`src/rtl/rgbmm_pkg.sv`:
```
// Shared types and constants for the RGB min-max contrast stretch unit.
// Holds command codes, controller state, and controller/datapath structs.
// No dependencies.
package rgbmm_pkg;

   localparam int PIX_W   = 8;
   localparam int NUM_CH  = 3;
   localparam int PIXEL_W = PIX_W * NUM_CH;
   localparam int STEP_W  = 3;

   localparam logic [PIX_W-1:0] FULL_SCALE = 8'd255;
   localparam logic [STEP_W-1:0] LAST_STEP = 3'd7;

   typedef enum logic [1:0] {
      CMD_CLEAR  = 2'd0,
      CMD_GATHER = 2'd1,
      CMD_APPLY  = 2'd2
   } cmd_type;

   typedef enum logic [1:0] {
      ST_IDLE,
      ST_DIVIDE,
      ST_STORE
   } state_type;

   typedef struct packed {
      logic clear;
      logic gather;
      logic start;
      logic step;
      logic store;
   } ctl_cmd_type;

   typedef struct packed {
      logic out_busy;
   } dp_status_type;

endpackage

```
`src/rtl/rgbmm_datapath.sv`:
```
// Datapath: per-channel statistics, three restoring-divider lanes, output register.
// Depends on rgbmm_pkg; driven by rgbmm_controller commands.
module rgbmm_datapath (
   input  logic                           clock,
   input  logic                           reset,
   input  rgbmm_pkg::ctl_cmd_type         cmd,
   input  logic [rgbmm_pkg::PIXEL_W-1:0]  pix_in,
   input  logic                           rsp_tready,
   output logic                           rsp_tvalid,
   output logic [rgbmm_pkg::PIXEL_W-1:0]  rsp_tdata,
   output rgbmm_pkg::dp_status_type       status
);
   import rgbmm_pkg::*;

   logic [PIX_W-1:0]   low_ff   [NUM_CH];
   logic [PIX_W-1:0]   low_in   [NUM_CH];
   logic [PIX_W-1:0]   high_ff  [NUM_CH];
   logic [PIX_W-1:0]   high_in  [NUM_CH];

   logic [PIX_W-1:0]   rem_ff   [NUM_CH];
   logic [PIX_W-1:0]   rem_in   [NUM_CH];
   logic [PIX_W-1:0]   num_ff   [NUM_CH];
   logic [PIX_W-1:0]   num_in   [NUM_CH];
   logic [PIX_W-1:0]   quo_ff   [NUM_CH];
   logic [PIX_W-1:0]   quo_in   [NUM_CH];
   logic [PIX_W-1:0]   div_ff   [NUM_CH];
   logic [PIX_W-1:0]   div_in   [NUM_CH];
   logic               zero_ff  [NUM_CH];
   logic               zero_in  [NUM_CH];
   logic               sat_ff   [NUM_CH];
   logic               sat_in   [NUM_CH];

   logic               out_valid_ff;
   logic               out_valid_in;
   logic [PIXEL_W-1:0] out_data_ff;
   logic [PIXEL_W-1:0] out_data_in;

   logic [PIX_W-1:0]   pix      [NUM_CH];
   logic [PIX_W-1:0]   diff     [NUM_CH];
   logic [2*PIX_W-1:0] prod     [NUM_CH];
   logic [PIX_W:0]     trial    [NUM_CH];
   logic [PIX_W:0]     trial_sub[NUM_CH];

   always_comb begin
      for (int c = 0; c < NUM_CH; c++) begin
         pix[c]       = pix_in[c*PIX_W +: PIX_W];
         diff[c]      = pix[c] - low_ff[c];
         prod[c]      = {diff[c], {PIX_W{1'b0}}} - {{PIX_W{1'b0}}, diff[c]};
         trial[c]     = {rem_ff[c], num_ff[c][PIX_W-1]};
         trial_sub[c] = trial[c] - {1'b0, div_ff[c]};

         low_in[c]  = low_ff[c];
         high_in[c] = high_ff[c];
         rem_in[c]  = rem_ff[c];
         num_in[c]  = num_ff[c];
         quo_in[c]  = quo_ff[c];
         div_in[c]  = div_ff[c];
         zero_in[c] = zero_ff[c];
         sat_in[c]  = sat_ff[c];

         if (cmd.clear) begin
            low_in[c]  = FULL_SCALE;
            high_in[c] = '0;
         end else if (cmd.gather) begin
            if (pix[c] < low_ff[c]) begin
               low_in[c] = pix[c];
            end
            if (pix[c] > high_ff[c]) begin
               high_in[c] = pix[c];
            end
         end

         if (cmd.start) begin
            rem_in[c]  = prod[c][2*PIX_W-1:PIX_W];
            num_in[c]  = prod[c][PIX_W-1:0];
            quo_in[c]  = '0;
            div_in[c]  = high_ff[c] - low_ff[c];
            zero_in[c] = (high_ff[c] <= low_ff[c]) || (pix[c] <= low_ff[c]);
            sat_in[c]  = (pix[c] >= high_ff[c]);
         end else if (cmd.step) begin
            num_in[c] = {num_ff[c][PIX_W-2:0], 1'b0};
            if (trial[c] >= {1'b0, div_ff[c]}) begin
               rem_in[c] = trial_sub[c][PIX_W-1:0];
               quo_in[c] = {quo_ff[c][PIX_W-2:0], 1'b1};
            end else begin
               rem_in[c] = trial[c][PIX_W-1:0];
               quo_in[c] = {quo_ff[c][PIX_W-2:0], 1'b0};
            end
         end
      end
   end

   always_comb begin
      out_valid_in = out_valid_ff;
      out_data_in  = out_data_ff;
      if (out_valid_ff && rsp_tready) begin
         out_valid_in = 1'b0;
      end
      if (cmd.store) begin
         out_valid_in = 1'b1;
         for (int c = 0; c < NUM_CH; c++) begin
            if (zero_ff[c]) begin
               out_data_in[c*PIX_W +: PIX_W] = '0;
            end else if (sat_ff[c]) begin
               out_data_in[c*PIX_W +: PIX_W] = FULL_SCALE;
            end else begin
               out_data_in[c*PIX_W +: PIX_W] = quo_ff[c];
            end
         end
      end
   end

   always_ff @(posedge clock) begin
      if (reset) begin
         for (int c = 0; c < NUM_CH; c++) begin
            low_ff[c]  <= FULL_SCALE;
            high_ff[c] <= '0;
         end
         out_valid_ff <= 1'b0;
      end else begin
         low_ff       <= low_in;
         high_ff      <= high_in;
         out_valid_ff <= out_valid_in;
      end
   end

   always_ff @(posedge clock) begin
      rem_ff      <= rem_in;
      num_ff      <= num_in;
      quo_ff      <= quo_in;
      div_ff      <= div_in;
      zero_ff     <= zero_in;
      sat_ff      <= sat_in;
      out_data_ff <= out_data_in;
   end

   assign rsp_tvalid      = out_valid_ff;
   assign rsp_tdata       = out_data_ff;
   assign status.out_busy = out_valid_ff && !rsp_tready;

endmodule

```
`src/rtl/rgbmm_controller.sv`:
```
// Controller: sequences request acceptance, divider steps and result store.
// Depends on rgbmm_pkg; commands rgbmm_datapath.
module rgbmm_controller (
   input  logic                      clock,
   input  logic                      reset,
   input  logic                      req_tvalid,
   input  logic [1:0]                req_cmd,
   input  rgbmm_pkg::dp_status_type  status,
   output logic                      req_tready,
   output rgbmm_pkg::ctl_cmd_type    cmd
);
   import rgbmm_pkg::*;

   state_type         state_ff;
   state_type         state_in;
   logic [STEP_W-1:0] step_ff;
   logic [STEP_W-1:0] step_in;

   always_ff @(posedge clock) begin
      if (reset) begin
         state_ff <= ST_IDLE;
         step_ff  <= '0;
      end else begin
         state_ff <= state_in;
         step_ff  <= step_in;
      end
   end

   always_comb begin
      state_in   = state_ff;
      step_in    = step_ff;
      req_tready = 1'b0;
      cmd        = '0;
      case (state_ff)
         ST_IDLE: begin
            req_tready = 1'b1;
            if (req_tvalid) begin
               case (req_cmd)
                  CMD_CLEAR:  cmd.clear  = 1'b1;
                  CMD_GATHER: cmd.gather = 1'b1;
                  CMD_APPLY: begin
                     cmd.start = 1'b1;
                     step_in   = '0;
                     state_in  = ST_DIVIDE;
                  end
                  default: ;
               endcase
            end
         end
         ST_DIVIDE: begin
            cmd.step = 1'b1;
            step_in  = step_ff + 1'b1;
            if (step_ff == LAST_STEP) begin
               state_in = ST_STORE;
            end
         end
         ST_STORE: begin
            if (!status.out_busy) begin
               cmd.store = 1'b1;
               state_in  = ST_IDLE;
            end
         end
         default: state_in = ST_IDLE;
      endcase
   end

endmodule

```
`src/rtl/rgb_min_max_contrast_stretch_unit.sv`:
```
// Top level of the RGB min-max contrast stretch unit.
// Instantiates rgbmm_controller and rgbmm_datapath; uses rgbmm_pkg.
//
// Channel  Direction  Handshake          Payload
// req      in         req_tvalid/tready  tuser: cmd; tdata: red, green, blue
// rsp      out        rsp_tvalid/tready  tdata: red_out, green_out, blue_out
//
// Clear and gather are applied as they are accepted. Apply runs as accept, eight
// steps of the per-channel restoring divider (one quotient bit each), then the result store.
// Synchronous active-high reset sets minimums to 255 and maximums to 0.
// A result held by a stalled rsp side holds the store; new requests are taken
// while a stored result waits.
module rgb_min_max_contrast_stretch_unit (
   input  logic                           clock,
   input  logic                           reset,
   input  logic                           req_tvalid,
   output logic                           req_tready,
   input  logic [1:0]                     req_tuser,  // [1:0] cmd
   input  logic [rgbmm_pkg::PIXEL_W-1:0]  req_tdata,  // [7:0] red, [15:8] green, [23:16] blue
   output logic                           rsp_tvalid,
   input  logic                           rsp_tready,
   output logic [rgbmm_pkg::PIXEL_W-1:0]  rsp_tdata   // [7:0] red_out, [15:8] green_out,
                                                      // [23:16] blue_out
);
   import rgbmm_pkg::*;

   ctl_cmd_type   ctl_cmd;
   dp_status_type dp_status;

   rgbmm_controller u_controller (
      .clock      (clock),
      .reset      (reset),
      .req_tvalid (req_tvalid),
      .req_cmd    (req_tuser),
      .status     (dp_status),
      .req_tready (req_tready),
      .cmd        (ctl_cmd)
   );

   rgbmm_datapath u_datapath (
      .clock      (clock),
      .reset      (reset),
      .cmd        (ctl_cmd),
      .pix_in     (req_tdata),
      .rsp_tready (rsp_tready),
      .rsp_tvalid (rsp_tvalid),
      .rsp_tdata  (rsp_tdata),
      .status     (dp_status)
   );

   a_store_free: assert property (@(posedge clock) disable iff (reset)
      ctl_cmd.store |-> !dp_status.out_busy)
      else $error("result stored over a stalled result");

   a_rise_from_store: assert property (@(posedge clock) disable iff (reset)
      $rose(rsp_tvalid) |-> $past(ctl_cmd.store))
      else $error("result valid without a store");

   a_apply_blocks: assert property (@(posedge clock) disable iff (reset)
      (req_tvalid && req_tready && req_tuser == CMD_APPLY) |=> !req_tready)
      else $error("request taken during a divide");

   a_step_busy: assert property (@(posedge clock) disable iff (reset)
      ctl_cmd.step |-> !req_tready && !ctl_cmd.store)
      else $error("divider step while idle");

endmodule
```
`config.mk`:
```
export PLATFORM = sky130hd
export DESIGN_NAME = rgb_min_max_contrast_stretch_unit
export DESIGN_NICKNAME = d
export VERILOG_FILES = /design/src/rtl/rgbmm_pkg.sv /design/src/rtl/rgbmm_datapath.sv /design/src/rtl/rgbmm_controller.sv /design/src/rtl/rgb_min_max_contrast_stretch_unit.sv
export SDC_FILE = /design/constraint.sdc
export NUM_CORES = 1
export LEC_CHECK = 0
export ABC_CLOCK_PERIOD_IN_PS = 3930
export BUFFER_PORTS_ARGS = -buffer_cell sky130_fd_sc_hd__buf_2
export CORE_MARGIN = 8
export CORE_UTILIZATION = 55
export CTS_CLUSTER_SIZE = 24
export DETAILED_ROUTE_END_ITERATION = 7
export MAX_ROUTING_LAYER = met4
export PLACE_DENSITY = 0.77
export SLEW_MARGIN = 20
export SYNTH_ARGS = -nofsm -noshare
export SYNTH_HDL_FRONTEND = slang
export SYNTH_SLANG_ARGS = --single-unit
```
`constraint.sdc`:
```
create_clock -name clock -period 3.93 [get_ports clock]
set_input_delay 0.393 -clock clock [delete_from_list [all_inputs] [get_ports clock]]
set_output_delay 0.393 -clock clock [all_outputs]
set_load 0.005 [all_outputs]
```
==> flow_metrics.tcl <==
set metrics [dict create \
    fin_crit_sh_pct 78.4 \
    grt_pass1_vias 8274 \
    yosys_warnings 0 \
    setup_ws_ns 0.848 \
    synthAdderAreaFrac_pct 12.7 \
    routedWlPerCell_um 15.4 \
    post_cts_buffers 0 \
    path_class "register to register" \
    start_util_pct 55.6 \
    switchingPower_w 0.00147 \
    synth-simple-area-share_pct 18.6 \
    synth.area.top_cells "edfxtp_1 26%, dfxtp_1 13%, ha_1 11%" \
    tightest_slew_ns 1.07 \
    cts_buffers 17 \
    slew_headroom_pct 28.3 \
    synth_compound_area_share_pct 18.0 \
    die_area_um2 26000 \
    yosysTopAreaCell "edfxtp_1" \
    vdd_drop_max_mv 0.297 \
    r2r-start "u_datapath.low_ff[0]" \
    reg2reg_slack_ns 0.85 \
    holdPathStages 3 \
    rsz0062_at_grt "false" \
    grt_pass1_wl_um 40300 \
    antenna_left 0 \
    via_per_inst 5.77 \
    pwr-share-comb_pct 21.1 \
    drc 0 \
    cts_tree "built" \
    layout.area.seq_um2 4620 \
    grt_use_total_pct 19.2 \
    min_path_type "input port to register" \
    synthTopCellsByCount "148 x nand2_1, 120 x nor2_1, 104 x ha_1, 102 x edfxtp_1, 99 x inv_1" \
    seq_area_frac_synth_pct 39.8 \
    cp_cell_sequence "ha_1 -> inv_1 -> fa_1 -> nand3_2 -> a2111oi_0 -> a211oi_2 -> o31ai_2 -> or4b_4 -> a211oi_2 -> a21oi_1" \
    leakage_nw 5.33 \
    cp.depth 10 \
    drtIter0Drc 695 \
    num_antenna_cells 0 \
    fin_setup_tns_ns 0 \
    crit_arrival_ns 3.24 \
    cpMostUsedCell "a211oi_2" \
    p_clk_share_pct 34.6 \
    min_period_ns 3.08 \
    syn_area_um2 11600 \
    h-tree-depth 4 \
    critPathMaxFanout 5 \
    multi_input_area_um2 6420 \
    finalHoldViolCount 0 \
    synth_top_family_by_area "simple AND/OR/NAND/NOR gates" \
    synth_xor_area_share_pct 3.92 \
    synth_area_per_cell_um2 9.00 \
    dr.pass1.iters 7 \
    powerDensity_nw_per_um2 388 \
    status "finished, final reports clean" \
    setup.worst_path.start "u_datapath.low_ff[0]" \
    fmax_mhz 324 \
    cts_root_buf "clkbuf_16" \
    postSynth.asyncResetShare_pct 0 \
    detailedPlace.worstSlack_ns 0.680 \
    p_int_w 0.00344 \
    cts_max_path_buffers 2 \
    synth_edf_count 102 \
    wirelength_um 24700 \
    synthesis.nets 1434 \
    p_sw_share_pct 30.0 \
    ioPinCount 56 \
    slowest_delay_ns 0.54 \
    finalSetupViolations 0 \
    finalClockSkew_ns 0.0140 \
    die_w_um 161 \
    hpwl_um 18300 \
    slew_viol_final 0 \
    overflow 0 \
    worstPathRequired_ns 4.09 \
    grt_max_degree 84 \
    ctsHoldBuffers 0 \
    end_kind "register" \
    cp_slowest_cell "or4b_4" \
    antenna_found_initial 0 \
    insertion_delay_ns 0.44 \
    worstHoldStart "req_tdata[8]" \
    yosys_register_bits 180 \
    critical-path-top-delay-family "compound AO/OA/AOI/OAI gates" \
    r2r_end "u_datapath.rem_ff[4]" \
    vias 9263 \
    cp-start-kind "register" \
    fill_cells 1747 \
    die_h_um 161 \
    core_region_area_um2 20900 \
    post_cts_resized 0 \
    synth_cells 1291 \
    yosysUniqueCellTypes 81 \
    p_seq_share_pct 44.3 \
    gp_congestion 0.902 \
    yosys.area.top_type_share_pct 26.4 \
    muxShareOfSynthArea_pct 1.68 \
    placement.io_buffers 55 \
    num_rows 53 \
    synth_ff_type "edfxtp_1" \
    synth.most_common_cell "nand2_1" \
    cts.clk_slew.worst_paths_ns 0.08 \
    area_growth_pct 9.07 \
    layout.nets 1459 \
    cap_violations 0 \
    r2r_cells 10 \
    worst_hold_path.endpoint "u_datapath.high_ff[8]" \
    cts_num_sinks 180 \
    worst-path-buf-inv 1 \
    drive_gt1_share_pct 9.86 \
]
[cell usage in the layout (no fill, tap or decap), types with 5 or more instances in the layout]
master	n
a211oi_1	12
a21o_1	27
a21oi_1	65
a31oi_1	6
and2_1	7
and3_1	5
buf_2	55
buf_4	7
clkbuf_16	17
dfxtp_1	78
edfxtp_1	102
fa_1	9
ha_1	104
inv_1	98
inv_6	5
mux2i_1	15
nand2_1	147
nand2b_1	18
nand3_1	44
nand4_1	19
nor2_1	119
nor2b_1	28
nor3_1	29
nor3b_1	5
o211ai_1	21
o21a_1	15
o21ai_0	75
o21bai_1	7
o31ai_1	29
or2_2	7
xnor2_1	35
xor2_1	17
[worst reg2reg max path: stages (launching register included)]
cell and delay [ns]:
dfxtp_1 0.39, ha_1 0.21, inv_1 0.07, fa_1 0.44, nand3_2 0.13, a2111oi_0 0.12, a211oi_2 0.42, o31ai_2 0.19
or4b_4 0.54, a211oi_2 0.24, a21oi_1 0.06
[how the worst max path moves through the flow]
stage | end | slack, ns
3_3_place_gp | u_datapath.rem_ff[4] | 0.79
4_1_cts | u_datapath.rem_ff[4] | 0.88
2_1_floorplan | u_datapath.rem_ff[4] | 1.07
5_1_grt | u_datapath.rem_ff[8] | 0.74
3_5_place_dp | u_datapath.rem_ff[4] | 0.68
6_report | u_datapath.rem_ff[4] | 0.85
[stage by stage]
step           utilization [%]  instances  hold slack, ns  total power [W]  cell area (um2)
3_3_place_gp              57.8       1572           0.445          0.00321            12100
2_1_floorplan                -       1291           0.436          0.00300            11600
4_1_cts                   60.6       1604           0.172          0.00493            12700
5_1_grt                   60.7       1604           0.188          0.00515            12700
6_report                  60.7       1604           0.186          0.00492            12700
3_5_place_dp              57.8       1572           0.453          0.00324            12100
[final cells by class]
class	count	area share (%)
Multi-Input combinational cell	955	50.6
Sequential cell	180	36.5
Clock buffer	17	3.36
Inverter	100	2.96
Tap cell	275	2.71
Timing Repair Buffer	62	2.59
Clock inverter	15	1.28
[state kept, by name, summed over array words and instances, names as in the netlist, 2 cells and up]
signal and cells:
u_datapath.high_ff 24, u_datapath.rem_ff 24, u_datapath.quo_ff 24, u_datapath.num_ff 24
u_datapath.div_ff 24, u_controller.step_ff 3, u_datapath.zero_ff 3, u_datapath.low_ff 24
u_datapath.sat_ff 3, u_datapath.rsp_tdata 24, u_controller.state_ff 2
[power groups by stage]
stage / clock network (W) / registers (W) / logic [W]
after floorplan: 0 / 0.00220 / 0.000797
after global routing: 0.00180 / 0.00219 / 0.00115
after global placement: 0 / 0.00222 / 0.000992
after CTS: 0.00173 / 0.00218 / 0.00103
after detailed placement: 0 / 0.00222 / 0.00102
final: 0.00170 / 0.00218 / 0.00104
[layer usage]
layer	part of all wire (%)	global-route usage [%]	vias up
met4	1.3	5.22	0
met5	0	-	-
met2	43	28.5	275
li1	-	-	4673
met3	7.5	3.82	30
met1	48	26.4	4285
[logic make-up (layout without fill, tap and decap cells)]
group | after synthesis | in the layout
AND/OR/NAND/NOR | 457 | 457
AO/OA/AOI/OAI | 314 | 314
flip-flops | 180 | 180
buffers and inverters | 156 | 194
adder cells (fa/ha/maj) | 113 | 113
XOR/XNOR | 52 | 52
multiplexers | 19 | 19
(Power assumes the default switching activity.)
